--- config.mk ---
export PLATFORM = sky130hd
export DESIGN_NAME = seven_segment_scan_driver
export DESIGN_NICKNAME = d
export VERILOG_FILES = /design/src/rtl/ssd_pkg.sv /design/src/rtl/ssd_digit_pipe.sv /design/src/rtl/seven_segment_scan_driver.sv
export VERILOG_INCLUDE_DIRS = /design/src /design/src/rtl
export SDC_FILE = /design/constraint.sdc
export NUM_CORES = 1
export LEC_CHECK = 0
export BUFFER_PORTS_ARGS = -buffer_cell sky130_fd_sc_hd__buf_2
export CORE_UTILIZATION = 55
export CTS_BUF_LIST = sky130_fd_sc_hd__clkbuf_8
export DETAILED_ROUTE_END_ITERATION = 10
export GPL_TIMING_DRIVEN = 0
export PLACE_DENSITY = 0.74
export SLEW_MARGIN = 15
export SYNTH_ARGS = -nofsm -noshare
export SYNTH_HDL_FRONTEND = slang
export SYNTH_SLANG_ARGS = --single-unit
--- constraint.sdc ---
create_clock -name clk -period 8.5 [get_ports clk]
set_clock_uncertainty 0.1 [all_clocks]
set_input_delay 2.125 -clock clk [delete_from_list [all_inputs] [get_ports clk]]
set_output_delay 2.125 -clock clk [all_outputs]
set_load 0.05 [all_outputs]
--- src/rtl/assert_macros.svh ---
// Assertion macros shared by the scan driver RTL.
// Each macro clocks on clk and is disabled while rst_n is low.
`ifndef ASSERT_MACROS_SVH
`define ASSERT_MACROS_SVH

// Property that must hold at every clock edge.
`define SSD_ASSERT(label, prop, msg) \
    label: assert property (@(posedge clk) disable iff (!rst_n) (prop)) \
    else $error(msg);

// Same-cycle implication.
`define SSD_ASSERT_IMPL(label, ante, cons, msg) \
    label: assert property (@(posedge clk) disable iff (!rst_n) (ante) |-> (cons)) \
    else $error(msg);

// Next-cycle implication.
`define SSD_ASSERT_NEXT(label, ante, cons, msg) \
    label: assert property (@(posedge clk) disable iff (!rst_n) (ante) |=> (cons)) \
    else $error(msg);

`endif

--- src/rtl/ssd_pkg.sv ---
// Types, codes and decode tables for the seven-segment scan driver.
// Used by ssd_digit_pipe and seven_segment_scan_driver; depends on nothing.
package ssd_pkg;

    typedef enum logic [1:0] {
        FUNC_TICK  = 2'd0,
        FUNC_WRITE = 2'd1,
        FUNC_POINT = 2'd2,
        FUNC_NONE  = 2'd3
    } func_t;

    localparam logic [7:0] GLYPH_POINT = 8'h80;
    localparam logic [7:0] GLYPH_BLANK = 8'h00;

    // Reciprocal of ten, exact for any 16-bit dividend with a shift of 19.
    localparam logic [15:0] RECIP_TEN   = 16'd52429;
    localparam int          RECIP_TEN_SH = 19;

    // One word moving down the digit pipeline.
    typedef struct packed {
        logic        tick;        // word is a scan tick
        logic        show_digit;  // digit phase, else point-only phase
        logic        dp_lit;      // point bit of the scanned position
        logic [2:0]  pos;         // scanned position
        logic [15:0] value;       // stored display number after this word
    } ssd_item_t;

    typedef struct packed {
        ssd_item_t  item;
        logic [3:0] digit;
    } ssd_result_t;

    // value / 10^k == (value * recip_mult(k)) >> recip_shift(k) for 16-bit value.
    // Positions past the fifth digit get zero, which yields a zero digit.
    function automatic logic [16:0] recip_mult(input logic [2:0] k);
        logic [16:0] m;
        unique case (k)
            3'd0:    m = 17'd1;
            3'd1:    m = 17'd52429;
            3'd2:    m = 17'd83887;
            3'd3:    m = 17'd67109;
            3'd4:    m = 17'd107375;
            default: m = 17'd0;
        endcase
        return m;
    endfunction

    function automatic logic [4:0] recip_shift(input logic [2:0] k);
        logic [4:0] s;
        unique case (k)
            3'd0:    s = 5'd0;
            3'd1:    s = 5'd19;
            3'd2:    s = 5'd23;
            3'd3:    s = 5'd26;
            3'd4:    s = 5'd30;
            default: s = 5'd0;
        endcase
        return s;
    endfunction

    // Active-high segment pattern, bit0 A .. bit6 G.
    function automatic logic [7:0] glyph_digit(input logic [3:0] d);
        logic [7:0] g;
        unique case (d)
            4'd0:    g = 8'h3F;
            4'd1:    g = 8'h06;
            4'd2:    g = 8'h5B;
            4'd3:    g = 8'h4F;
            4'd4:    g = 8'h66;
            4'd5:    g = 8'h6D;
            4'd6:    g = 8'h7D;
            4'd7:    g = 8'h07;
            4'd8:    g = 8'h7F;
            4'd9:    g = 8'h6F;
            default: g = GLYPH_BLANK;
        endcase
        return g;
    endfunction

endpackage

--- src/rtl/ssd_digit_pipe.sv ---
// Two-stage decimal digit extraction: value / 10^pos by reciprocal multiply,
// then the remainder by ten. Depends on ssd_pkg and assert_macros.svh.
`include "assert_macros.svh"

module ssd_digit_pipe (
    input  logic                 clk,
    input  logic                 rst_n,
    input  logic                 in_valid,
    output logic                 in_ready,
    input  ssd_pkg::ssd_item_t   in_item,
    output logic                 out_valid,
    input  logic                 out_ready,
    output ssd_pkg::ssd_result_t out_res
);
    import ssd_pkg::*;

    logic        a_valid_reg;
    ssd_item_t   a_item_reg;
    logic [32:0] a_prod_reg;
    logic [32:0] a_prod_next;

    logic        b_valid_reg;
    ssd_item_t   b_item_reg;
    logic [15:0] b_quot_reg;
    logic [31:0] b_prod_reg;
    logic [15:0] b_quot_next;
    logic [31:0] b_prod_next;

    logic        a_ready;
    logic        b_ready;
    logic [12:0] tens;
    logic [15:0] rem;

    assign b_ready  = !b_valid_reg || out_ready;
    assign a_ready  = !a_valid_reg || b_ready;
    assign in_ready = a_ready;

    assign a_prod_next = {1'b0, in_item.value} * {16'd0, recip_mult(in_item.pos)};

    always_comb
    begin
        b_quot_next = 16'(a_prod_reg >> recip_shift(a_item_reg.pos));
        b_prod_next = b_quot_next * RECIP_TEN;
    end

    // remainder = q - 10 * floor(q / 10)
    assign tens = b_prod_reg[31:RECIP_TEN_SH];
    assign rem  = b_quot_reg - ((16'(tens) << 3) + (16'(tens) << 1));

    always_ff @(posedge clk or negedge rst_n)
    begin
        if (!rst_n)
        begin
            a_valid_reg <= 1'b0;
            b_valid_reg <= 1'b0;
        end
        else
        begin
            if (a_ready)
                a_valid_reg <= in_valid;
            if (b_ready)
                b_valid_reg <= a_valid_reg;
        end
    end

    always_ff @(posedge clk)
    begin
        if (a_ready && in_valid)
        begin
            a_item_reg <= in_item;
            a_prod_reg <= a_prod_next;
        end
        if (b_ready && a_valid_reg)
        begin
            b_item_reg <= a_item_reg;
            b_quot_reg <= b_quot_next;
            b_prod_reg <= b_prod_next;
        end
    end

    assign out_valid     = b_valid_reg;
    assign out_res.item  = b_item_reg;
    assign out_res.digit = rem[3:0];

    `SSD_ASSERT_IMPL(a_digit_range, b_valid_reg, rem <= 16'd9, "digit remainder above nine")
    `SSD_ASSERT_NEXT(a_stage_hold, a_valid_reg && !b_ready, a_valid_reg, "stage A word dropped")
endmodule

--- src/rtl/seven_segment_scan_driver.sv ---
// Top level of the four-digit multiplexed seven-segment scan driver.
// Depends on ssd_pkg, ssd_digit_pipe and assert_macros.svh.
//
// Takes one word per clock cycle while in_stall is low and returns one result
// per word. On its way to the result a word passes the input register, the two
// stages of the decimal digit extraction in ssd_digit_pipe (a reciprocal
// multiply for value / 10^pos, then a second multiply for the remainder by ten)
// and the output register. An output stall holds a full output register, and
// each stage holds only once every register after it is full; the input stalls
// only once all four registers are full. The display value, point bits and scan
// phase are updated at acceptance; the segment and enable drives are updated at
// the output register and held across non-tick words.
`include "assert_macros.svh"

module seven_segment_scan_driver #(
    parameter int POSITIONS = 4
) (
    input  logic        clk,
    input  logic        rst_n,
    input  logic        in_valid,
    output logic        in_stall,
    input  logic [1:0]  func,
    input  logic [15:0] value,
    input  logic [3:0]  dp_mask,
    input  logic        dp_on,
    output logic        out_valid,
    input  logic        out_stall,
    output logic [7:0]  segments_n,
    output logic [3:0]  digit_enable,
    output logic [15:0] shown_value
);
    import ssd_pkg::*;

    localparam int PHASES  = 2 * POSITIONS;
    localparam int PHASE_W = (PHASES > 2) ? $clog2(PHASES) : 1;
    localparam logic [PHASE_W-1:0] LAST_PHASE = PHASE_W'(PHASES - 1);
    localparam logic [PHASE_W-1:0] POS_COUNT  = PHASE_W'(POSITIONS);

    logic [15:0]          value_reg;
    logic [15:0]          value_next;
    logic [POSITIONS-1:0] points_reg;
    logic [POSITIONS-1:0] points_next;
    logic [PHASE_W-1:0]   phase_reg;
    logic [PHASE_W-1:0]   phase_next;

    logic                 s1_valid_reg;
    ssd_item_t            s1_item_reg;
    ssd_item_t            s1_item_next;

    logic [7:0]           seg_reg;
    logic [3:0]           en_reg;
    logic [15:0]          shown_reg;
    logic                 out_valid_reg;

    logic                 in_acc;
    logic                 s1_ready;
    logic                 pipe_ready;
    logic                 pipe_valid;
    logic                 out_ready;
    ssd_result_t          pipe_res;
    func_t                func_code;
    logic [7:0]           mask_wide;
    logic [POSITIONS-1:0] mask_eff;
    logic [POSITIONS-1:0] points_sel;
    logic [PHASE_W-1:0]   pos_full;
    logic [7:0]           glyph;

    assign func_code = func_t'(func);
    assign out_ready = !out_valid_reg || !out_stall;
    assign s1_ready  = !s1_valid_reg || pipe_ready;
    assign in_stall  = !s1_ready;
    assign in_acc    = in_valid && s1_ready;

    assign mask_wide = {4'd0, dp_mask};
    assign mask_eff  = mask_wide[POSITIONS-1:0];

    // state update at acceptance
    always_comb
    begin
        value_next  = value_reg;
        points_next = points_reg;
        phase_next  = phase_reg;
        unique case (func_code)
            FUNC_TICK:  phase_next = (phase_reg == LAST_PHASE) ? '0 : phase_reg + 1'b1;
            FUNC_WRITE: value_next = value;
            FUNC_POINT: points_next = dp_on ? (points_reg | mask_eff) : (points_reg & ~mask_eff);
            default:    ;
        endcase
    end

    always_comb
    begin
        pos_full   = (phase_next < POS_COUNT) ? phase_next : phase_next - POS_COUNT;
        points_sel = points_next >> pos_full;
        s1_item_next.tick       = (func_code == FUNC_TICK);
        s1_item_next.show_digit = (phase_next < POS_COUNT);
        s1_item_next.dp_lit     = points_sel[0];
        s1_item_next.pos        = 3'(pos_full);
        s1_item_next.value      = value_next;
    end

    always_ff @(posedge clk or negedge rst_n)
    begin
        if (!rst_n)
        begin
            value_reg     <= '0;
            points_reg    <= '0;
            phase_reg     <= '0;
            s1_valid_reg  <= 1'b0;
            seg_reg       <= 8'hFF;
            en_reg        <= '0;
            out_valid_reg <= 1'b0;
        end
        else
        begin
            if (in_acc)
            begin
                value_reg  <= value_next;
                points_reg <= points_next;
                phase_reg  <= phase_next;
            end
            if (s1_ready)
                s1_valid_reg <= in_valid;
            if (out_ready)
                out_valid_reg <= pipe_valid;
            if (out_ready && pipe_valid && pipe_res.item.tick)
            begin
                seg_reg <= ~glyph;
                en_reg  <= pipe_res.item.pos[2] ? 4'd0 : (4'b0001 << pipe_res.item.pos[1:0]);
            end
        end
    end

    always_ff @(posedge clk)
    begin
        if (in_acc)
            s1_item_reg <= s1_item_next;
        if (out_ready && pipe_valid)
            shown_reg <= pipe_res.item.value;
    end

    ssd_digit_pipe u_digit_pipe (
        .clk       (clk),
        .rst_n     (rst_n),
        .in_valid  (s1_valid_reg),
        .in_ready  (pipe_ready),
        .in_item   (s1_item_reg),
        .out_valid (pipe_valid),
        .out_ready (out_ready),
        .out_res   (pipe_res)
    );

    always_comb
    begin
        if (pipe_res.item.show_digit)
            glyph = glyph_digit(pipe_res.digit);
        else if (pipe_res.item.dp_lit)
            glyph = GLYPH_POINT;
        else
            glyph = GLYPH_BLANK;
    end

    assign out_valid    = out_valid_reg;
    assign segments_n   = seg_reg;
    assign digit_enable = en_reg;
    assign shown_value  = shown_reg;

    `SSD_ASSERT(a_enable_onehot, $onehot0(en_reg), "more than one position enabled")
    `SSD_ASSERT_NEXT(a_tick_moves, in_acc && func_code == FUNC_TICK, phase_reg != $past(phase_reg), "tick did not advance phase")
    `SSD_ASSERT_NEXT(a_other_holds, in_acc && func_code != FUNC_TICK, $stable(phase_reg), "phase moved without tick")
    `SSD_ASSERT_NEXT(a_write_value, in_acc && func_code == FUNC_WRITE, value_reg == $past(value), "display value not stored")
endmodule
==> impl_metrics.toml <==
[timing]
relSlewSlack_pct = 23.85
setup_slack_ns = 0.4774
tightest_slew_ns = 1.130
rsz0062_at_grt = "false"
period_minus_slack_ns = 8.023
finalSetupTns_ns = 0
fmax_ghz = 0.1246
hold_viol = 0
setup_viol = 0
fin_crit_sh_pct = 94.38
drv_slew = 0

[global_route]
grt_max_degree = 40
overflow = 0
grt_first_pass_wirelength_um = 62720
grt_pass1_vias = 12355
antenna_found_initial = 0
grt_usage_pct = 24.11

[floorplanning]
chipHeight_um = 183.5
fp.dieArea_um2 = 33670
floorplan.initialDensity_pct = 55.83
coreArea_um2 = 32450
rows = 66
die_x_um = 183.5
pin_count = 57

[synth]
synth_top_area_share_pct = 26.41
synth_edf_count = 119
yosysWarnings = 0
synth_area_leaders = "fa_1 26%, edfxtp_1 20%, ha_1 16%"
syn_area_per_cell_um2 = 10.76
synth-seq-area-share_pct = 25.17
synth_flop_cell = "edfxtp_1"
synth-async-reset-ratio_pct = 24.68
netlist_area_um2 = 18120
synth_seq_cells = 158
synth_cell_types = 62
synthCells = 1684
synth.largest_area_cell = "fa_1"

[critical_path]
rr_startpoint = "s1_item_reg[17]$_DFFE_PP_"
crit_start = "s1_item_reg[17]$_DFFE_PP_"
cpMaxStageDelayCell = "fa_1"
cp.required_ns = 8.58
crit_path_max_incr_delay_ns = 0.62
critPathArrivalTime_ns = 8.10
worstSetupEndpointType = "flip-flop"
crit_chain = "inv_1 > ha_1 > clkbuf_1 > clkbuf_1 > nand2_1 > fa_1 > inv_1 > fa_1 > fa_1 > fa_1 > fa_1 > inv_1 > fa_1 > inv_1 > ha_1 > and4_1 > and4_1 > a32oi_1 > a41oi_1 > a221o_1 > a211oi_1 > a21oi_1 > xor2_1"
cpMostUsedCell = "fa_1"
startpoint_type = "flip-flop"
cp_max_fo = 10
worstSetupPathType = "reg2reg"

[finish]
multiInputGateArea_um2 = 11760
fillers = 2681
final_layout_size_suffix_gt1_share_pct = 10.02
area_growth_pct = 7.237
seqCellArea_um2 = 4559
n_antenna_cell = 0
final_nets = 2278
largest_reg_flops = 33

[outcome]
status = "finished clean"

[placed_design]
io_buffers = 56
dp_hpwl_um = 32930
preCtsSetupSlack_ns = 0.5501
gp_congestion = 0.9705

[detailed_routing]
drt_iter0_drc = 489
viasPerCell = 5.195
drcViolationCount = 0
totalWireLength_um = 38300
drtAntennaViolNets = 0
wl_per_cell_um = 17.18
dr.pass1.iters = 7
dr_total_vias = 11579

[worst_hold_path]
hold_path.class = "reg2reg"
min_from = "u_digit_pipe.out_res[23]$_DFFE_PP_"

[clock_network]
cts_sinks = 158
cts_tree = "yes"
cts_buffers = 17
h-tree-depth = 4
cts_resized = 0
cts-root-buf = "clkbuf_8"
cts_setup_buffers = 0
clk_pin_slew_ns = 0.09
cts_hold_buf = 0
clock_latency_ns = 0.43
cts_buffer_depth = 2

[flow_run]
cap_violations = 0
[synth_stat cells (13+ instances only)]
library cell / number
inv_1: 433
fa_1: 239
ha_1: 238
edfxtp_1: 119
nand2_1: 119
nor2_1: 59
mux2_2: 54
a21oi_1: 47
o21ai_0: 39
xnor2_1: 37
mux2i_1: 36
dfrtp_1: 31
and2_1: 26
clkbuf_1: 26
a21o_1: 18
nand2b_1: 18
mux4_2: 14
xor2_1: 13
[layout by cell type, fill, tap and decap left out, drive strengths merged, types with 36 or more instances in the layout]
master / netlist / layout
a21oi: 47 / 47
buf: 11 / 69
clkbuf: 29 / 47
edfxtp: 119 / 119
fa: 239 / 239
ha: 238 / 238
inv: 435 / 439
mux2: 56 / 56
mux2i: 36 / 36
nand2: 119 / 119
nor2: 59 / 59
o21ai: 40 / 40
xnor2: 37 / 37
[cell families after synthesis]
group	Yosys count	share of synthesized area [%]
muxes	108	7.521
other	2	0.04145
buffers and inverters	475	10.22
adders and majority gates	477	42.85
DFF	158	25.17
and+or+nand+nor	257	6.361
AOI/OAI and AO/OA	157	5.428
xor gates and xnor gates	50	2.417
[metrics by stage]
stage / hold slack [ns] / utilization (%) / area (um^2) / std cells
floorplan: 0.2782 / - / 18170 / 1697
global route: 0.3209 / 59.87 / 19430 / 2229
detailed placement: 0.3012 / 58.66 / 19040 / 2197
global placement: 0.2968 / 58.54 / 19000 / 2195
CTS: 0.3241 / 59.87 / 19430 / 2229
finish: 0.3159 / 59.87 / 19430 / 2229
[cell type report]
| class | count | area share, % |
|---|---|---|
| flip-flops and latches | 158 | 23.47 |
| clock inverters | 14 | 0.7406 |
| inverters | 435 | 8.404 |
| well taps | 442 | 2.846 |
| repair buffers | 58 | 1.584 |
| plain buffers | 40 | 1.133 |
| multi-input cells | 1064 | 60.55 |
| clock buffers | 18 | 1.275 |
[layer usage]
layer	wire length, um	part of all wire, %	GRT usage (%)	vias up
li1	-	-	-	5526
met1	16480	43	31.05	5706
met2	19170	50	42.20	271
met3	1167	3.0	2.120	76
met4	1474	3.8	9.300	0
met5	0	0	0	-
[critical path, delay by kind of cell, from the launching register on]
family	cells	cell delay [ns]
flops	1	0.53
buf+inv	6	1.30
compound gates	5	1.33
simple gates	3	0.73
fa+ha+maj	8	3.61
xor+xnor	1	0.17
[final timing paths]
path                            slack (ns)  cells past startpoint                               endpoint
worst max-delay path                  0.48                     23  u_digit_pipe.a_prod_reg[31]$_DFFE_PP_
worst min-delay path                  0.32                      1              segments_n[7]$_DFFE_PN1P_
worst max register to register        0.48                     23  u_digit_pipe.a_prod_reg[31]$_DFFE_PP_
worst min register to register        0.32                      1              segments_n[7]$_DFFE_PN1P_
max in group asynchronous             6.00                      1               value_reg[6]$_DFFE_PN0P_
min in group asynchronous             1.73                      1            digit_enable[3]$_DFFE_PN0P_
Power is not shown: default switching activity piles up to over one toggle a cycle in this logic, so the estimate is an artifact.
